`src/design/mqsb_pkg.sv`:
```
package mqsb_pkg;

  // sizes
  localparam int NUM_QUEUES = 4;
  localparam int DEPTH      = 16;
  localparam int DATA_WIDTH = 32;

  // field widths
  localparam int CMD_W   = 1;
  localparam int QID_W   = 2;
  localparam int VALUE_W = 32;
  localparam int STAT_W  = 2;

  // entry index and link widths, a link can also hold the null code
  localparam int IDX_W = (DEPTH > 1) ? $clog2(DEPTH) : 1;
  localparam int PTR_W = $clog2(DEPTH + 1);

  localparam logic [PTR_W-1:0] NULL_PTR = PTR_W'(DEPTH);

  // operation codes
  localparam logic [CMD_W-1:0] CMD_ENQ = 1'b0;
  localparam logic [CMD_W-1:0] CMD_DEQ = 1'b1;

  // status codes
  localparam logic [STAT_W-1:0] STAT_OK    = 2'd0;
  localparam logic [STAT_W-1:0] STAT_FULL  = 2'd1;
  localparam logic [STAT_W-1:0] STAT_EMPTY = 2'd2;

  typedef logic [PTR_W-1:0]      ptr_t;
  typedef logic [IDX_W-1:0]      idx_t;
  typedef logic [DATA_WIDTH-1:0] data_t;

  typedef enum logic {
    ST_IDLE,
    ST_EXEC
  } state_e;

  // controller to datapath
  typedef struct packed {
    logic issue;   // word taken, memory reads and early writes
    logic commit;  // pointer update and result load
  } cmd_t;

  // a link at or above the depth counts as null
  function automatic logic is_null(ptr_t p);
    return p >= NULL_PTR;
  endfunction

endpackage

```
`src/design/mqsb_if.sv`:
```
// request channel
interface mqsb_in_if;
  logic                                 valid;
  logic                                 ready;
  logic [mqsb_pkg::CMD_W-1:0]           command;
  logic [mqsb_pkg::QID_W-1:0]           queue_id;
  logic signed [mqsb_pkg::VALUE_W-1:0]  write_value;

  modport source (output valid, command, queue_id, write_value, input ready);
  modport sink   (input valid, command, queue_id, write_value, output ready);
endinterface

// response channel
interface mqsb_out_if;
  logic                                 valid;
  logic                                 ready;
  logic signed [mqsb_pkg::VALUE_W-1:0]  read_value;
  logic [mqsb_pkg::STAT_W-1:0]          status;

  modport source (output valid, read_value, status, input ready);
  modport sink   (input valid, read_value, status, output ready);
endinterface

```
`src/design/mqsb_ctrl.sv`:
```
module mqsb_ctrl (
  input  logic          clk_i,
  input  logic          rst_ni,
  input  logic          in_valid_i,
  output logic          in_ready_o,
  output logic          out_valid_o,
  input  logic          out_ready_i,
  output mqsb_pkg::cmd_t cmd_o
);

  mqsb_pkg::state_e state_q, state_d;
  logic             out_valid_q, out_valid_d;

  // state and result flag registers
  always_ff @(posedge clk_i or negedge rst_ni) begin
    if (!rst_ni) begin
      state_q     <= mqsb_pkg::ST_IDLE;
      out_valid_q <= 1'b0;
    end else begin
      state_q     <= state_d;
      out_valid_q <= out_valid_d;
    end
  end

  // next state and commands
  always_comb begin
    state_d       = state_q;
    in_ready_o    = 1'b0;
    cmd_o.issue   = 1'b0;
    cmd_o.commit  = 1'b0;
    case (state_q)
      mqsb_pkg::ST_IDLE: begin
        in_ready_o = 1'b1;
        if (in_valid_i) begin
          cmd_o.issue = 1'b1;
          state_d     = mqsb_pkg::ST_EXEC;
        end
      end
      mqsb_pkg::ST_EXEC: begin
        // hold until the output register has room
        if (!out_valid_q || out_ready_i) begin
          cmd_o.commit = 1'b1;
          state_d      = mqsb_pkg::ST_IDLE;
        end
      end
      default: begin
        state_d = mqsb_pkg::ST_IDLE;
      end
    endcase
  end

  // result word flag
  always_comb begin
    out_valid_d = out_valid_q;
    if (out_valid_q && out_ready_i) begin
      out_valid_d = 1'b0;
    end
    if (cmd_o.commit) begin
      out_valid_d = 1'b1;
    end
  end

  assign out_valid_o = out_valid_q;

  // checks
  a_issue_then_exec: assert property (@(posedge clk_i) disable iff (!rst_ni)
    cmd_o.issue |=> state_q == mqsb_pkg::ST_EXEC)
    else $error("issue not followed by exec");

  a_no_overlap: assert property (@(posedge clk_i) disable iff (!rst_ni)
    !(cmd_o.issue && cmd_o.commit))
    else $error("issue and commit together");

  a_valid_from_commit: assert property (@(posedge clk_i) disable iff (!rst_ni)
    $rose(out_valid_q) |-> $past(cmd_o.commit))
    else $error("result flag rose without commit");

  a_stall_holds: assert property (@(posedge clk_i) disable iff (!rst_ni)
    (state_q == mqsb_pkg::ST_EXEC && out_valid_q && !out_ready_i)
      |=> state_q == mqsb_pkg::ST_EXEC)
    else $error("exec left while output blocked");

endmodule

```
`src/design/mqsb_dp.sv`:
```
module mqsb_dp (
  input  logic                                clk_i,
  input  logic                                rst_ni,
  input  mqsb_pkg::cmd_t                      cmd_i,
  input  logic [mqsb_pkg::CMD_W-1:0]          command_i,
  input  logic [mqsb_pkg::QID_W-1:0]          queue_id_i,
  input  logic signed [mqsb_pkg::VALUE_W-1:0] write_value_i,
  output logic signed [mqsb_pkg::VALUE_W-1:0] read_value_o,
  output logic [mqsb_pkg::STAT_W-1:0]         status_o
);

  // queue pointers and free list head
  mqsb_pkg::ptr_t head_q [mqsb_pkg::NUM_QUEUES];
  mqsb_pkg::ptr_t tail_q [mqsb_pkg::NUM_QUEUES];
  mqsb_pkg::ptr_t free_head_q;

  // link memory, valid bits stand for the reset chain
  mqsb_pkg::ptr_t link_mem_q [mqsb_pkg::DEPTH];
  logic [mqsb_pkg::DEPTH-1:0] link_vld_q;
  mqsb_pkg::ptr_t link_rd_q;
  logic           link_rd_vld_q;
  mqsb_pkg::idx_t link_rd_idx_q;

  // data memory
  mqsb_pkg::data_t data_mem_q [mqsb_pkg::DEPTH];
  mqsb_pkg::data_t data_rd_q;

  // operation held between issue and commit
  logic [mqsb_pkg::CMD_W-1:0] cmd_q;
  logic [mqsb_pkg::QID_W-1:0] qid_q;
  mqsb_pkg::ptr_t             entry_q;
  logic                       ok_q;
  logic                       head_null_q;

  // result register
  logic signed [mqsb_pkg::VALUE_W-1:0] read_value_q;
  logic [mqsb_pkg::STAT_W-1:0]         status_q;

  // issue-time decode
  logic           qid_ok;
  mqsb_pkg::ptr_t head_sel;
  mqsb_pkg::ptr_t tail_sel;
  logic           enq_ok;
  logic           deq_ok;
  mqsb_pkg::ptr_t entry_sel;
  logic           tail_link_we;

  // commit-time values
  mqsb_pkg::ptr_t next_link;

  // link write port
  logic           link_we;
  mqsb_pkg::idx_t link_waddr;
  mqsb_pkg::ptr_t link_wdata;

  always_comb begin
    qid_ok    = 32'(queue_id_i) < mqsb_pkg::NUM_QUEUES;
    head_sel  = head_q[queue_id_i];
    tail_sel  = tail_q[queue_id_i];
    enq_ok    = (command_i == mqsb_pkg::CMD_ENQ) && qid_ok &&
                !mqsb_pkg::is_null(free_head_q);
    deq_ok    = (command_i == mqsb_pkg::CMD_DEQ) && qid_ok &&
                !mqsb_pkg::is_null(head_sel);
    entry_sel = (command_i == mqsb_pkg::CMD_ENQ) ? free_head_q : head_sel;
    // chain the new entry behind a non-empty queue's tail
    tail_link_we = enq_ok && !mqsb_pkg::is_null(head_sel) &&
                   !mqsb_pkg::is_null(tail_sel);
  end

  // link read data, an unwritten entry still points to the next one
  assign next_link = link_rd_vld_q ? link_rd_q
                                   : mqsb_pkg::PTR_W'(link_rd_idx_q) + 1'b1;

  // one link write per cycle: tail link at issue, entry link at commit
  always_comb begin
    link_we    = 1'b0;
    link_waddr = entry_q[mqsb_pkg::IDX_W-1:0];
    link_wdata = mqsb_pkg::NULL_PTR;
    if (cmd_i.issue) begin
      link_we    = tail_link_we;
      link_waddr = tail_sel[mqsb_pkg::IDX_W-1:0];
      link_wdata = free_head_q;
    end else if (cmd_i.commit && ok_q) begin
      link_we    = 1'b1;
      link_waddr = entry_q[mqsb_pkg::IDX_W-1:0];
      link_wdata = (cmd_q == mqsb_pkg::CMD_ENQ) ? mqsb_pkg::NULL_PTR : free_head_q;
    end
  end

  // link memory
  always_ff @(posedge clk_i) begin
    if (link_we) begin
      link_mem_q[link_waddr] <= link_wdata;
    end
    if (cmd_i.issue) begin
      link_rd_q     <= link_mem_q[entry_sel[mqsb_pkg::IDX_W-1:0]];
      link_rd_idx_q <= entry_sel[mqsb_pkg::IDX_W-1:0];
    end
  end

  always_ff @(posedge clk_i or negedge rst_ni) begin
    if (!rst_ni) begin
      link_vld_q    <= '0;
      link_rd_vld_q <= 1'b0;
    end else begin
      if (link_we) begin
        link_vld_q[link_waddr] <= 1'b1;
      end
      if (cmd_i.issue) begin
        link_rd_vld_q <= link_vld_q[entry_sel[mqsb_pkg::IDX_W-1:0]];
      end
    end
  end

  // data memory
  always_ff @(posedge clk_i) begin
    if (cmd_i.issue && enq_ok) begin
      data_mem_q[free_head_q[mqsb_pkg::IDX_W-1:0]] <=
        mqsb_pkg::DATA_WIDTH'(write_value_i);
    end
    if (cmd_i.issue) begin
      data_rd_q <= data_mem_q[head_sel[mqsb_pkg::IDX_W-1:0]];
    end
  end

  // operation latch
  always_ff @(posedge clk_i) begin
    if (cmd_i.issue) begin
      cmd_q       <= command_i;
      qid_q       <= queue_id_i;
      entry_q     <= entry_sel;
      ok_q        <= enq_ok || deq_ok;
      head_null_q <= mqsb_pkg::is_null(head_sel);
    end
  end

  // pointer updates at commit
  always_ff @(posedge clk_i or negedge rst_ni) begin
    if (!rst_ni) begin
      free_head_q <= '0;
      for (int i = 0; i < mqsb_pkg::NUM_QUEUES; i++) begin
        head_q[i] <= mqsb_pkg::NULL_PTR;
      end
    end else if (cmd_i.commit && ok_q) begin
      if (cmd_q == mqsb_pkg::CMD_ENQ) begin
        free_head_q <= next_link;
        if (head_null_q) begin
          head_q[qid_q] <= entry_q;
        end
      end else begin
        head_q[qid_q] <= next_link;
        free_head_q   <= entry_q;
      end
    end
  end

  // tail pointers need no reset
  always_ff @(posedge clk_i) begin
    if (cmd_i.commit && ok_q && (cmd_q == mqsb_pkg::CMD_ENQ)) begin
      tail_q[qid_q] <= entry_q;
    end
  end

  // result register
  always_ff @(posedge clk_i) begin
    if (cmd_i.commit) begin
      if (ok_q) begin
        status_q <= mqsb_pkg::STAT_OK;
      end else if (cmd_q == mqsb_pkg::CMD_ENQ) begin
        status_q <= mqsb_pkg::STAT_FULL;
      end else begin
        status_q <= mqsb_pkg::STAT_EMPTY;
      end
      if (ok_q && (cmd_q == mqsb_pkg::CMD_DEQ)) begin
        read_value_q <= mqsb_pkg::VALUE_W'(data_rd_q);
      end else begin
        read_value_q <= '0;
      end
    end
  end

  assign read_value_o = read_value_q;
  assign status_o     = status_q;

endmodule

```
`src/design/multi_queue_shared_buffer_top.sv`:
```
// Four FIFO queues share one 16-entry store of 32-bit words, chained by a
// link memory with a free list of unused entries, so any mix of queue
// lengths up to 16 words in total fits. Each request word is an enqueue or
// a dequeue on one queue and yields exactly one response word: status ok,
// full (free list empty) or empty (queue has no words), with the dequeued
// value on a good dequeue and zero otherwise. A request has an issue step,
// for the registered reads of the link and data memories and for the tail
// link write, and then a commit step, for the pointer update and the
// response load; the request side is ready again as soon as the response
// sits in the output register, and only a response that is still not taken
// when the next request is due to commit holds that request back.
module multi_queue_shared_buffer_top (
  input  logic              clk_i,
  input  logic              rst_ni,
  mqsb_in_if.sink           in_i,
  mqsb_out_if.source        out_o
);

  mqsb_pkg::cmd_t cmd;

  // sequencing
  mqsb_ctrl u_ctrl (
    .clk_i       (clk_i),
    .rst_ni      (rst_ni),
    .in_valid_i  (in_i.valid),
    .in_ready_o  (in_i.ready),
    .out_valid_o (out_o.valid),
    .out_ready_i (out_o.ready),
    .cmd_o       (cmd)
  );

  // pointers, memories and result register
  mqsb_dp u_dp (
    .clk_i         (clk_i),
    .rst_ni        (rst_ni),
    .cmd_i         (cmd),
    .command_i     (in_i.command),
    .queue_id_i    (in_i.queue_id),
    .write_value_i (in_i.write_value),
    .read_value_o  (out_o.read_value),
    .status_o      (out_o.status)
  );

endmodule

```
`src/flat_wrapper.sv`:
```
// flat-port wrapper written by rule: the top's interface ports become plain ports
module multi_queue_shared_buffer_top_flat 
  (clk_i, rst_ni, in_i_valid, in_i_command, in_i_queue_id, in_i_write_value, in_i_ready, out_o_valid, out_o_read_value, out_o_status, out_o_ready);
  mqsb_in_if in_i_i ();
  mqsb_out_if out_o_i ();
  input  logic clk_i;
  input  logic rst_ni;
  input wire logic [$bits(in_i_i.valid)-1:0] in_i_valid;
  input wire logic [$bits(in_i_i.command)-1:0] in_i_command;
  input wire logic [$bits(in_i_i.queue_id)-1:0] in_i_queue_id;
  input wire logic [$bits(in_i_i.write_value)-1:0] in_i_write_value;
  output wire logic [$bits(in_i_i.ready)-1:0] in_i_ready;
  output wire logic [$bits(out_o_i.valid)-1:0] out_o_valid;
  output wire logic [$bits(out_o_i.read_value)-1:0] out_o_read_value;
  output wire logic [$bits(out_o_i.status)-1:0] out_o_status;
  input wire logic [$bits(out_o_i.ready)-1:0] out_o_ready;
  assign in_i_i.valid = in_i_valid;
  assign in_i_i.command = in_i_command;
  assign in_i_i.queue_id = in_i_queue_id;
  assign in_i_i.write_value = in_i_write_value;
  assign in_i_ready = in_i_i.ready;
  assign out_o_valid = out_o_i.valid;
  assign out_o_read_value = out_o_i.read_value;
  assign out_o_status = out_o_i.status;
  assign out_o_i.ready = out_o_ready;
  multi_queue_shared_buffer_top u_core (.clk_i(clk_i), .rst_ni(rst_ni), .in_i(in_i_i), .out_o(out_o_i));
endmodule
```
`config.mk`:
```
export PLATFORM = sky130hd
export DESIGN_NAME = multi_queue_shared_buffer_top_flat
export DESIGN_NICKNAME = d
export VERILOG_FILES = /design/src/design/mqsb_pkg.sv /design/src/design/mqsb_if.sv /design/src/design/mqsb_ctrl.sv /design/src/design/mqsb_dp.sv /design/src/design/multi_queue_shared_buffer_top.sv /design/src/flat_wrapper.sv
export SDC_FILE = /design/constraint.sdc
export NUM_CORES = 1
export LEC_CHECK = 0
export BUFFER_PORTS_ARGS = -buffer_cell sky130_fd_sc_hd__buf_2
export CAP_MARGIN = 40
export CORE_MARGIN = 3
export CORE_UTILIZATION = 35
export CTS_BUF_LIST = sky130_fd_sc_hd__clkbuf_8 sky130_fd_sc_hd__clkbuf_16
export DETAILED_ROUTE_END_ITERATION = 12
export MAX_ROUTING_LAYER = met4
export PLACE_DENSITY = 0.48
export SYNTH_ARGS = -nofsm -noshare
export SYNTH_HDL_FRONTEND = slang
export SYNTH_HIERARCHICAL = 1
export SYNTH_SLANG_ARGS = --single-unit
```
`constraint.sdc`:
```
create_clock -name clk_i -period 17.14 [get_ports clk_i]
set_clock_uncertainty 0.1 [all_clocks]
set_input_delay 0.857 -clock clk_i [delete_from_list [all_inputs] [get_ports clk_i]]
set_output_delay 0.857 -clock clk_i [all_outputs]
set_load 0.02 [all_outputs]
```
==> out/qor.csv <==
stage,metric,value,unit
yosys,async_flop_share,5.970,%
drt,post-route-drc-count,0,
yosys,synth-edff-count,693,
setup_path,critical-path-top-delay-family,buffers and inverters,
clock_network,number_of_h_tree_levels,3,
flow_run,drv_cap,0,
setup_path,cpMostUsedCell,buf_4,
sta,post-route-min-period,4.335,ns
setup_path,worstPathRequired,17.39,ns
clock_network,clk_transition_reported_paths,0.06,ns
sta,max_clock_freq,230.7,MHz
yosys,synthesis.instances,1478,
floorplan,initial_utilization,35.61,%
yosys,post_synth_instance_area,28870,sq um
sta,final-setup-viol-count,0,
sta,max_slew_margin,38.60,%
floorplan,die-area,85960,sq um
drt,routed_wl,70.45,mm
floorplan,floorplan.die.height,293.2,um
sta,postLayoutSetupSlackWorst,12.81,ns
clock_network,cts_repair_resize_count,0,
layout,fin_cells,2725,
floorplan,fp.coreArea,81070,sq um
yosys,yosysMostFrequentCell,edfxtp_1,
clock_network,insertion_delay,0.63,ns
worst_hold_path,hold_path_class,in2async,
sta,grt_setup_unrepaired,false,
layout,final_net_count,1634,
sta,maxSlewViolCount,0,
setup_path,cp_num_buf_inv,3,
setup_path,crit_path_max_fanout,56,
clock_network,cts-hold-fix-buffers,0,
placement,dp_hpwl,37.58,mm
layout,filler_cell_count,7209,
sta,fin_crit_sh,25.29,%
placement,io_buffer_count,74,
sta,transition_time_at_the_pin_with_the_least_slew_margin,0.9176,ns
drt,ant_nets,0,
yosys,synthDominantAreaCellType,edfxtp_1,
floorplan,ioPinCount,75,
grt,grt_pass1_vias,15060,
layout,regArea,21920,sq um
sta,final_hold_viol_count,0,
drt,detailroute.via_count,14380,
grt,grt_first_pass_wirelength,103.9,mm
setup_path,cp.arrival,4.58,ns
layout,multiInputGateArea,6590,sq um
layout,drive_gt1_share,26.30,%
placement,detailedPlace.worstSlack,12.07,ns
yosys,netlist.area_leader.share,72.08,%
power,vdd_ir_drop_max,0.1305,mV
yosys,synth.avg_cell_area,19.53,sq um
clock_network,cts_setup_buffers,0,
yosys,synth.cells.most_frequent,"edfxtp_1, mux4_2, nor2_1",
yosys,dominantRegCellSynth,edfxtp_1,
grt,number_of_antenna_violations_at_the_first_check_in_global_routing,10,
power,power.leakage,10.98,nW
yosys,yosysUniqueCellTypes,63,
clock_network,clock-sinks,737,
floorplan,placement_rows,104,
clock_network,cts-buffers-inserted,81,
drt,wire_per_inst,25.85,um
setup_path,worstSetupStartpointType,primary input,
drt,via_per_inst,5.277,
yosys,postSynthRegisterBits,737,
grt,grt_util_all_layers,17.08,%
yosys,register_area_share_after_synthesis,75.92,%
yosys,syn_nets,1518,
yosys,synth-warning-count,6,
setup_path,endpoint_kind,flip-flop,
layout,flow.area_growth_from_synthesis,15.31,%
clock_network,tritoncts,yes,
setup_path,critical-path-slowest-cell,mux4_4,
setup_path,critical_path.cell_chain,buf_2 -> mux4_4 -> buf_4 -> buf_4 -> mux4_2 -> nor2b_1 -> a211oi_1 -> a21oi_1,
layout,postLayoutCellArea,33290,sq um
yosys,synth_top_cells_by_area,"edfxtp_1, mux4_2, dfrtp_1",
placement,placed_cells,2571,
sta,tns,0,ns
drt,initialDrtViolationCount,1139,
status,result_of_the_run,completed,
setup_path,critical_path.max_stage_delay,0.85,ns
clock_network,clock_tree.root_cell,clkbuf_16,
layout,layout.core_utilization,41.06,%
setup_path,criticalPathCategory,in2reg,
floorplan,die_width,293.2,um
grt,largest_net_degree_at_the_start_of_global_routing,101,
grt,grt-ovfl-total,0,
power,p_per_area,158.4,nW/um^2
placement,finalWeightedCongestion,0.8058,
drt,detailedRoute.firstPassIterationCount,5,
placement,dpl_cell_area,30640,sq um
clock_network,cts_max_path_buffers,3,
## layout make-up
| cell class | instances | area share, % |
|---|---|---|
| flip-flops and latches | 737 | 65.84 |
| multi-input cells | 641 | 19.80 |
| clock buffers | 84 | 6.281 |
| well taps | 1060 | 3.984 |
| repair buffers | 119 | 2.259 |
| clock inverters | 63 | 1.631 |
| inverters | 14 | 0.1579 |
| diodes | 7 | 0.05262 |
## report_power, final
part	internal, mW	switching (mW)
logic	0.575	0.731
registers	2.17	0.0928
clock network	1.01	0.702
## registers in the layout, indices dropped and copies added, names as in the netlist, 2 cells and up
signal and count:
u_core/u_dp/entry_q 2, u_core/u_dp/data_mem_q 512, u_core/u_dp/link_mem_q 80, u_core/u_dp/link_rd_idx_q 3
u_core/u_dp/data_rd_q 32, u_core/u_dp/status_o 2, u_core/u_dp/link_rd_q 5, u_core/u_dp/tail_q 20
u_core/u_dp/read_value_o 32, u_core/u_dp/free_head_q 5, u_core/u_dp/qid_q 2, u_core/u_dp/link_vld_q 16
u_core/u_dp/head_q 20
## placed cells by master, fill, tap and decap left out, types with 14 or more instances in the layout
cell type,instances
a21oi_1,56
edfxtp_1,693
nor2_1,57
mux2_2,22
buf_2,76
mux2i_1,53
clkbuf_16,83
and3_1,34
mux4_2,142
dfrtp_1,40
nand2_1,47
or2_1,14
nor2b_1,38
a211oi_1,38
clkinv_2,18
o21ai_0,19
buf_4,39
inv_1,28
## cells by family (layout without fill, tap and decap cells)
group	after synthesis	count (layout)	synth area share (%)
simple gates	243	243	4.239
mux	222	222	14.09
fa+ha+maj	1	1	0.04333
xor+xnor	1	1	0.03034
flops	737	737	75.92
other cells	0	7	0
compound gates	174	174	3.987
buf+inv	100	280	1.699
## stage by stage
stage | power, mW | hold WS, ns
global route | 5.534 | 0.2586
global placement | 3.597 | 0.3465
finish | 5.272 | 0.2529
detailed placement | 3.627 | 0.3537
floorplan | 3.242 | 0.3279
CTS | 5.355 | 0.2267
## metal layers
layer / vias to the layer above / GRT usage [%] / wire [um]
li1: 6259 / - / -
met1: 7649 / 22.66 / 30720
met2: 369 / 27.32 / 34660
met3: 103 / 3.228 / 3612
met4: 0 / 4.430 / 1467
met5: - / - / 0
## worst paths after layout
kind	startpoint	depth (start not counted)	endpoint	slack (ns)
worst max-delay path	in_i_queue_id[0]	8	u_core/u_dp/data_rd_q[20]	12.81
max in group asynchronous	rst_ni	2	u_core/u_dp/link_vld_q[2]	16.27
worst min register to register	u_core/u_dp/link_vld_q[14]	1	u_core/u_dp/link_vld_q[14]	0.37
min in group clk_i	u_core/u_dp/link_vld_q[14]	1	u_core/u_dp/link_vld_q[14]	0.37
worst max register to register	u_core/u_dp/head_q[16]	7	u_core/u_dp/data_rd_q[20]	13.17
worst min-delay path	rst_ni	2	u_core/u_dp/head_q[13]	0.25
Power figures use the tool's default switching activity.
